`src/design/rsa_pkg.sv`:
```
// Package for the record slot allocator: constants, codes and word types.
// No dependencies.
package rsa_pkg;

  localparam int Slots = 256;
  localparam int IdxW  = $clog2(Slots);
  localparam int CntW  = $clog2(Slots + 1);

  localparam logic [1:0] MarkEmpty = 2'd0;
  localparam logic [1:0] MarkLive  = 2'd1;
  localparam logic [1:0] MarkTomb  = 2'd2;

  localparam logic [2:0] OpAppend  = 3'd0;
  localparam logic [2:0] OpDelete  = 3'd1;
  localparam logic [2:0] OpNext    = 3'd2;
  localparam logic [2:0] OpCompact = 3'd3;
  localparam logic [2:0] OpClear   = 3'd4;

  localparam logic [2:0] StOk      = 3'd0;
  localparam logic [2:0] StRange   = 3'd1;
  localparam logic [2:0] StDeleted = 3'd2;
  localparam logic [2:0] StFull    = 3'd3;
  localparam logic [2:0] StError   = 3'd4;

  localparam logic [1:0] RegCapacity = 2'd0;
  localparam logic [1:0] RegRing     = 2'd1;
  localparam logic [1:0] RegFreeList = 2'd2;

  typedef struct packed {
    logic [2:0] operation;
    logic [8:0] record_number;
  } in_word_t;

  typedef struct packed {
    logic [2:0] status;
    logic [8:0] record_out;
    logic [8:0] live_total;
  } out_word_t;

endpackage

```
`src/design/rsa_ram.sv`:
```
// Generic single-port synchronous RAM with registered read.
// No dependencies.
module rsa_ram #(
  parameter int Width = 8,
  parameter int Depth = 256
) (
  input  logic                     clk_i,
  input  logic                     we_i,
  input  logic [$clog2(Depth)-1:0] addr_i,
  input  logic [Width-1:0]         wdata_i,
  output logic [Width-1:0]         rdata_o
);
  logic [Width-1:0] mem_q [Depth];

  always_ff @(posedge clk_i) begin
    if (we_i) mem_q[addr_i] <= wdata_i;
    rdata_o <= mem_q[addr_i];
  end
endmodule

```
`src/design/record_slot_allocator_unit.sv`:
```
// Record slot allocator top level: slot mark and link tables in RAM, sequencer.
// Depends on rsa_pkg and rsa_ram.
//
// Usage: an input word (operation, record_number) is taken on in_valid_i &&
// in_ready_o; one result word (status, record_out, live_total) follows on the
// output channel. One word is handled at a time; a result waiting in the output
// register does not stop the next word from being taken.
// After a word is taken: clear, errors, range misses and next-live answered
// without a walk go straight to the done state; a fresh-slot or ring append
// passes through the push state; a delete reads and then checks its slot; an
// append from the free list reads and checks the head slot, then pushes.
// Ring-full next-live subtracts capacity from record_number step by step. The
// scans for append, next-live and compact walk the mark RAM slot by slot
// (registered read, then check), up to used_slots slots.
// Configuration goes through the APB port at byte addresses 0, 4, 8 and must be
// written only while idle; the block itself does not enforce this. Reset clears
// counters, the free list head and the ring pointer; the tables need no clearing
// (slots past used_slots are never read). When the receiver stalls, the result
// holds and the next word waits its turn once its own result is ready.
module record_slot_allocator_unit (
  input  logic              clk_i,
  input  logic              rst_ni,
  input  logic              in_valid_i,
  output logic              in_ready_o,
  input  rsa_pkg::in_word_t in_data_i,
  output logic              out_valid_o,
  input  logic              out_ready_i,
  output rsa_pkg::out_word_t out_data_o,
  input  logic              psel,
  input  logic              penable,
  input  logic              pwrite,
  input  logic [3:0]        paddr,
  input  logic [31:0]       pwdata,
  output logic [31:0]       prdata,
  output logic              pready
);
  import rsa_pkg::*;

  typedef enum logic [7:0] {
    S_IDLE  = 8'b0000_0001,
    S_RD    = 8'b0000_0010,
    S_EVAL  = 8'b0000_0100,
    S_SCAN  = 8'b0000_1000,
    S_SCANW = 8'b0001_0000,
    S_DONE  = 8'b0010_0000,
    S_CMPW  = 8'b0100_0000,
    S_PUSH  = 8'b1000_0000
  } state_e;

  state_e state_q, state_d;

  // Configuration registers
  logic [8:0] cap_q;
  logic       ring_q, fl_q;
  logic [1:0] reg_idx;
  assign reg_idx = paddr[3:2];
  assign pready  = 1'b1;

  always_ff @(posedge clk_i or negedge rst_ni) begin
    if (!rst_ni) begin
      cap_q  <= 9'd256;
      ring_q <= 1'b0;
      fl_q   <= 1'b1;
    end else if (psel && penable && pwrite) begin
      case (reg_idx)
        RegCapacity: cap_q  <= pwdata[8:0];
        RegRing:     ring_q <= pwdata[0];
        RegFreeList: fl_q   <= pwdata[0];
        default: ;
      endcase
    end
  end

  always_comb begin
    prdata = '0;
    case (reg_idx)
      RegCapacity: prdata = {23'd0, cap_q};
      RegRing:     prdata = {31'd0, ring_q};
      RegFreeList: prdata = {31'd0, fl_q};
      default:     prdata = '0;
    endcase
  end

  logic [CntW-1:0] cap;
  assign cap = (cap_q < 9'(Slots)) ? CntW'(cap_q) : CntW'(Slots);

  // State registers
  logic [CntW-1:0] used_q, used_d, live_q, live_d, top_q, top_d;
  logic [IdxW-1:0] old_q, old_d;
  logic [2:0]      op_q, op_d;
  logic [8:0]      rn_q, rn_d;
  logic [CntW-1:0] ptr_q, ptr_d;     // scan index / target slot / ring remainder
  logic [CntW-1:0] acc_q, acc_d;     // compact live count
  logic [CntW-1:0] head_q, head_d;   // compact free list head
  logic            ovalid_q, ovalid_d;
  out_word_t       odata_q, odata_d;
  out_word_t       wrk_q, wrk_d;     // result under construction

  // RAM ports
  logic            mwe, lwe;
  logic [IdxW-1:0] maddr;
  logic [1:0]      mwdata, mrdata;
  logic [CntW-1:0] lwdata, lrdata;

  rsa_ram #(.Width(2), .Depth(Slots)) u_mark (
    .clk_i, .we_i(mwe), .addr_i(maddr), .wdata_i(mwdata), .rdata_o(mrdata));
  rsa_ram #(.Width(CntW), .Depth(Slots)) u_link (
    .clk_i, .we_i(lwe), .addr_i(maddr), .wdata_i(lwdata), .rdata_o(lrdata));

  assign in_ready_o  = (state_q == S_IDLE);
  assign out_valid_o = ovalid_q;
  assign out_data_o  = odata_q;

  logic            full;
  logic [IdxW-1:0] oldc;
  assign full = live_q >= cap;
  assign oldc = (CntW'(old_q) < cap) ? old_q : '0;

  always_comb begin
    state_d = state_q; used_d = used_q; live_d = live_q; top_d = top_q;
    old_d = old_q; op_d = op_q; rn_d = rn_q; ptr_d = ptr_q; acc_d = acc_q;
    head_d = head_q; ovalid_d = ovalid_q; odata_d = odata_q; wrk_d = wrk_q;
    mwe = 1'b0; lwe = 1'b0; maddr = ptr_q[IdxW-1:0];
    mwdata = MarkLive; lwdata = top_q;

    if (ovalid_q && out_ready_i) ovalid_d = 1'b0;

    case (state_q)
      // Take a word and decide the first access
      S_IDLE: if (in_valid_i && in_ready_o) begin
        op_d = in_data_i.operation;
        rn_d = in_data_i.record_number;
        wrk_d = '{status: StOk, record_out: 9'd0, live_total: live_q};
        state_d = S_DONE;
        case (in_data_i.operation)
          OpAppend: begin
            if (ring_q) begin
              if (cap == '0) wrk_d.status = StError;
              else if (!full) begin
                if (used_q >= cap) wrk_d.status = StFull;
                else begin
                  ptr_d = used_q; used_d = used_q + 1'b1;
                  live_d = (live_q < CntW'(Slots)) ? live_q + 1'b1 : live_q;
                  state_d = S_PUSH;
                end
              end else begin
                ptr_d = CntW'(oldc);
                old_d = (CntW'(oldc) + 1'b1 >= cap) ? '0 : IdxW'(oldc + 1'b1);
                state_d = S_PUSH;
              end
            end else if (fl_q && top_q != CntW'(Slots)) begin
              ptr_d = top_q; state_d = S_RD;
            end else begin
              if (used_q < cap) begin
                ptr_d = used_q; used_d = used_q + 1'b1;
                live_d = (live_q < CntW'(Slots)) ? live_q + 1'b1 : live_q;
                state_d = S_PUSH;
              end else begin
                ptr_d = '0; state_d = S_SCAN;
              end
            end
          end
          OpDelete: begin
            if (ring_q) wrk_d.status = StError;
            else if (in_data_i.record_number == 9'd0 ||
                     CntW'(in_data_i.record_number) > used_q)
              wrk_d.status = StRange;
            else begin
              ptr_d = CntW'(in_data_i.record_number) - 1'b1; state_d = S_RD;
            end
          end
          OpNext: begin
            if (ring_q && full && (in_data_i.record_number == 9'd0 ||
                CntW'(in_data_i.record_number) <= used_q)) begin
              ptr_d = CntW'(in_data_i.record_number);
              state_d = S_EVAL;
            end else if (ring_q && CntW'(in_data_i.record_number) > used_q) begin
              wrk_d.record_out = 9'd0;
            end else if (in_data_i.record_number == 9'd0 ||
                         CntW'(in_data_i.record_number) < used_q) begin
              ptr_d = CntW'(in_data_i.record_number); state_d = S_SCAN;
            end
          end
          OpCompact: begin
            if (ring_q) wrk_d.status = StError;
            else begin
              ptr_d = '0; acc_d = '0; head_d = CntW'(Slots); state_d = S_SCAN;
            end
          end
          OpClear: begin
            used_d = '0; live_d = '0; top_d = CntW'(Slots); old_d = '0;
            wrk_d.live_total = '0;
          end
          default: wrk_d.status = StError;
        endcase
      end
      // Ring-full next live: reduce the record number by capacity, one step a cycle
      S_EVAL: begin
        state_d = S_DONE;
        if (cap == '0) wrk_d.record_out = 9'd0;
        else if (rn_q == 9'd0) wrk_d.record_out = 9'(oldc) + 9'd1;
        else if (ptr_q >= cap) begin
          ptr_d = ptr_q - cap;
          state_d = S_EVAL;
        end
        else if (ptr_q == CntW'(oldc)) wrk_d.record_out = 9'd0;
        else wrk_d.record_out = 9'(ptr_q + 1'b1);
      end
      // Issue read of the target slot
      S_RD: state_d = S_CMPW;
      // Check mark/link of the target slot
      S_CMPW: begin
        if (op_q == OpAppend) begin
          if (ptr_q < used_q && mrdata == MarkTomb) begin
            top_d = (lrdata == CntW'(Slots) || lrdata < used_q) ? lrdata : CntW'(Slots);
            live_d = (live_q < CntW'(Slots)) ? live_q + 1'b1 : live_q;
            state_d = S_PUSH;
          end else begin
            top_d = CntW'(Slots);
            if (used_q < cap) begin
              ptr_d = used_q; used_d = used_q + 1'b1;
              live_d = (live_q < CntW'(Slots)) ? live_q + 1'b1 : live_q;
              state_d = S_PUSH;
            end else begin
              ptr_d = '0; state_d = S_SCAN;
            end
          end
        end else begin
          // delete
          if (mrdata == MarkTomb) wrk_d.status = StDeleted;
          else if (mrdata != MarkLive) wrk_d.status = StRange;
          else begin
            mwe = 1'b1; mwdata = MarkTomb;
            if (fl_q) begin
              lwe = 1'b1; lwdata = top_q; top_d = ptr_q;
            end
            live_d = (live_q > '0) ? live_q - 1'b1 : live_q;
          end
          state_d = S_DONE;
        end
      end
      // Write live mark into the chosen slot and answer
      S_PUSH: begin
        mwe = 1'b1; mwdata = MarkLive;
        wrk_d.record_out = 9'(ptr_q + 1'b1);
        state_d = S_DONE;
      end
      // Walk the mark table: issue read of ptr_q
      S_SCAN: begin
        if (ptr_q >= used_q) begin
          if (op_q == OpAppend) wrk_d.status = StFull;
          else if (op_q == OpCompact) begin
            live_d = acc_q; top_d = fl_q ? head_q : CntW'(Slots);
          end
          state_d = S_DONE;
        end else state_d = S_SCANW;
      end
      S_SCANW: begin
        state_d = S_SCAN;
        ptr_d = ptr_q + 1'b1;
        case (op_q)
          OpAppend: if (mrdata == MarkTomb) begin
            ptr_d = ptr_q;
            live_d = (live_q < CntW'(Slots)) ? live_q + 1'b1 : live_q;
            state_d = S_PUSH;
          end
          OpNext: if (mrdata == MarkLive) begin
            wrk_d.record_out = 9'(ptr_q + 1'b1);
            state_d = S_DONE;
          end
          default: begin
            if (mrdata == MarkLive) acc_d = acc_q + 1'b1;
            else if (mrdata == MarkTomb && fl_q) begin
              lwe = 1'b1; lwdata = head_q; head_d = ptr_q;
            end
          end
        endcase
      end
      // Move the result into the output register once it is free
      S_DONE: begin
        if (!ovalid_q || out_ready_i) begin
          odata_d = wrk_q;
          if (wrk_q.status != StOk) odata_d.record_out = 9'd0;
          odata_d.live_total = 9'(live_q);
          ovalid_d = 1'b1;
          state_d = S_IDLE;
        end
      end
      default: state_d = S_IDLE;
    endcase
  end

  always_ff @(posedge clk_i or negedge rst_ni) begin
    if (!rst_ni) begin
      state_q <= S_IDLE; used_q <= '0; live_q <= '0; top_q <= CntW'(Slots);
      old_q <= '0; ovalid_q <= 1'b0; op_q <= '0; rn_q <= '0; ptr_q <= '0;
      acc_q <= '0; head_q <= '0;
    end else begin
      state_q <= state_d; used_q <= used_d; live_q <= live_d; top_q <= top_d;
      old_q <= old_d; ovalid_q <= ovalid_d; op_q <= op_d; rn_q <= rn_d;
      ptr_q <= ptr_d; acc_q <= acc_d; head_q <= head_d;
    end
  end

  always_ff @(posedge clk_i) begin
    odata_q <= odata_d;
    wrk_q <= wrk_d;
  end
endmodule

```
`config.mk`:
```
export PLATFORM = sky130hd
export DESIGN_NAME = record_slot_allocator_unit
export DESIGN_NICKNAME = d
export VERILOG_FILES = /design/src/design/rsa_pkg.sv /design/src/design/rsa_ram.sv /design/src/design/record_slot_allocator_unit.sv
export SDC_FILE = /design/constraint.sdc
export NUM_CORES = 2
export LEC_CHECK = 0
export BUFFER_PORTS_ARGS = -buffer_cell sky130_fd_sc_hd__buf_2
export CAP_MARGIN = 30
export CORE_MARGIN = 3
export CORE_UTILIZATION = 30
export DETAILED_ROUTE_END_ITERATION = 16
export PLACE_DENSITY = 0.44
export SYNTH_ARGS = -nofsm -noshare
export SYNTH_HDL_FRONTEND = slang
export SYNTH_SLANG_ARGS = --single-unit
```
`constraint.sdc`:
```
create_clock -name clk_i -period 22.4 [get_ports clk_i]
set_input_delay 2.24 -clock clk_i [delete_from_list [all_inputs] [get_ports clk_i]]
set_output_delay 2.24 -clock clk_i [all_outputs]
set_load 0.005 [all_outputs]
```
==> impl_results.md <==
- Fin. Hold Viols: 0
- Worst Hold End: out_data_o[18]
- DRT antenna net count: 0
- Crit Path Class: register to register
- # Post-CTS Setup Buffers: 0
- Outcome: completed
- FP Rows: 230
- Main combinational cell family by area after synthesis: multiplexers
- Post-synthesis instance total: roughly 6,100
- Post-synth top area share: between 70% and 80%
- CP top delay family: buffers and inverters
- DR WL/cell: 30.1 um
- FF-to-FF path depth: 11
- Initial antenna violation count: 19
- Layout Skew: 36.7 ps
- Overall routing resource usage: 17.3%
- Total power: ~17 mW
- Share of async-settable or async-resettable flops after synthesis: 3.18%
- Final core area utilization: 35.0%
- CTS resizes: 0
- Critical-path cell list: buf_4, buf_12, buf_12, buf_4, buf_4, mux4_2, mux2i_1, o22ai_1, nor4_1, nand4_1, a211o_1
- Starting DRT DRC Count: 6,398
- Drt first pass iters: 7
- Synthesized area per cell: 19.6 sq um
- Placeable core area: 394,000 sq um
- Crit Path Max Fanout: 89
- Register area share after synthesis: 73.8%
- Fmax: 127 MHz
- Num CTS Buffers: around 330
- Vias in the first global route: around 63,000
- Global-route wire length before repair: 504,000 um
- Flop-to-flop setup slack: 14,550 ps
- Startpoint Class: register
- CTS Hold Buffers Added: 0
- Post-Synth XOR/XNOR Area: less than 1%
- Detailed placement HPWL: 220,000 um
- EDFF count, synth: 2,849
- Fin cells: 11,900
- # H-tree levels: 5
- P&R area growth vs syn: 15.6%
- Clock sink count: 2,954
- Drt drc: 0
- RR Startpoint: ptr_q[1]
- Input/output buffers: between 60 and 70
- Reg clk slew, reported paths: around 60 ps
- Buf+Inv Stages, Crit Path: 5
- Synth cell count leaders: edfxtp_1, mux4_2, nor2_1, nand2_1, clkbuf_1
- Synth Register Bits: roughly 3,000
- Max cap viols: 0
- Layout cells sized above 1: between 20% and 30%
- Worst Path Arrival: just under 9000 ps
- CP required: 23,200 ps
- CTS tree: yes
- Synth top area cells: edfxtp_1, mux4_2, nor2_1
- Via count: 61,900
- WL final: 358,000 um
- Nets: 6,546
- Setup violations, final: 0
- Clock Latency Late Sink: slightly above 900 ps
- Post-synthesis adder-cell area fraction: 0.866%
- Hold Crit Start: wrk_q[18]
- Routability cong.: 0.838
- Setup TNS: 0 ps
- Die ar.: a little over 400,000 sq um
- Crit. Startpoint: ptr_q[1]
- Fin. max-slew vios: 0
- Placed cell count: 11,300
- Most used cell, CP: buf_4
- Slowest-stage cell, CP: dfrtp_4
- Fin crit share: between 30% and 40%
- Yosys Warn Count: 0
- Simple-gate area share of the yosys netlist: 4.22%
- Synth area leader: edfxtp_1
- Die Y: between 600 and 700 um
- Die width: 637 um
- Gr ovfl total: 0
- Post-synthesis compound-gate area fraction: 2.77%
- Max-slew headroom: under 10%
- I/O Pins: 111
- Worst r2r dst: u_link.rdata_o[0]
- Largest net degree at the start of global routing: ~260
- Worst path max stage delay: 870 ps
- Vias/cell: 5.21
- Main synth FF type: edfxtp_1
- Starting density of the core: 30.3%
- Synthesized area: 119,000 sq um
- Final setup margin: between 10,000 and 15,000 ps
- Crit path capture type: register
- Worst-case clock buffer depth: 4
- Setup WS pre-CTS: approximately 15,000 ps
- Worst slew pin tran: 1350 ps
- Hold Crit Class: register to register
- Hold Path Stages: 0
- Leak pwr: 43.0 nW
- Unique masters post-synth: 87
- Min Tclk post-route: 7850 ps
- CTS root buffer: clkbuf_16
- VDD IR max: 0.000102 V
- Most frequent cell after synthesis: edfxtp_1
- PwrDens: 127 nW/um^2
- Mux cell area share after synthesis: between 10% and 20%
- RSZ-0062 raised after global routing: false
-- worst register-to-register path, delay by kind of cell (launching register included) --
kind	cells	cell delay (ps)
AO/OA/AOI/OAI	2	780
buffers and inverters	5	3780
flip-flops	1	870
multiplexers	2	990
AND/OR/NAND/NOR	2	1330
-- how the worst max path moves through the flow --
stage	to	depth (start not counted)
global route	u_link.rdata_o[0]	11
CTS	u_link.rdata_o[0]	11
global placement	u_link.rdata_o[0]	11
floorplan	u_mark.mem_q[171][0]	11
detailed placement	u_link.rdata_o[0]	11
finish	u_link.rdata_o[0]	11
-- power breakdown --
part | switching, mW | total [mW] | internal [mW] | leakage (nW)
sequential | 0.188 | 6.90 | 6.71 | 27.1
clock | 2.22 | 5.27 | 3.05 | 5.08
combinational | 3.47 | 5.29 | 1.83 | 10.8
-- logic make-up after synthesis --
group / count (synthesis)
other cells: 2
simple gates: 1158
buf+inv: 420
mux: 946
xor+xnor: 37
flops: 2954
compound gates: 475
fa+ha+maj: 82
-- cell usage in the layout, fill, tap and decap left out, types with 17 or more instances in the layout --
master,n
clkinv_1,73
o22ai_1,59
dfrtp_1,84
nor4_1,20
o31ai_1,17
nand2b_1,20
conb_1,24
a221oi_1,31
nor2_1,627
a22oi_1,29
ha_1,81
buf_4,222
clkbuf_1,64
xnor2_1,23
o21ai_0,76
bufinv_16,22
nand3_1,64
mux4_2,812
nand2_4,17
a21oi_1,84
clkinv_2,56
a22o_1,31
edfxtp_1,2849
mux2_2,21
nand2_1,215
mux2i_1,112
buf_2,61
and2_1,24
nand4_1,23
buf_6,49
clkbuf_16,339
nor3_1,45
inv_1,39
-- through the flow --
| stage | hold slack (ps) | instance area, sq um |
|---|---|---|
| after detailed placement | 449 | 127000 |
| after floorplan | 427 | 119000 |
| after CTS | 463 | 138000 |
| final | 462 | 138000 |
| after global placement | 442 | 126000 |
| after global routing | 479 | 138000 |
-- final cells by class --
type	count	area (sq um)
clock buffers	410	8820
fillers	36700	256000
repair buffers	356	3070
flip-flops and latches	2954	88100
clock inverters	176	1550
multi-input cells	2722	29700
inverters	43	174
well taps	5220	6530
diodes	8	20.0
-- registers in the layout (all words and copies together), names as in the netlist, 12 cells and up --
signal,cells
wrk_q,12
u_link.mem_q,2304
out_data_o,21
u_mark.mem_q,512
-- routing by layer --
| layer | routed length (um) | GRT usage [%] |
|---|---|---|
| met2 | 172000 | 28.5 |
| met1 | 156000 | 24.0 |
| met3 | 19800 | 2.47 |
| met4 | 10100 | 4.78 |
| met5 | 0 | 0 |
Power figures use the tool's default switching activity.
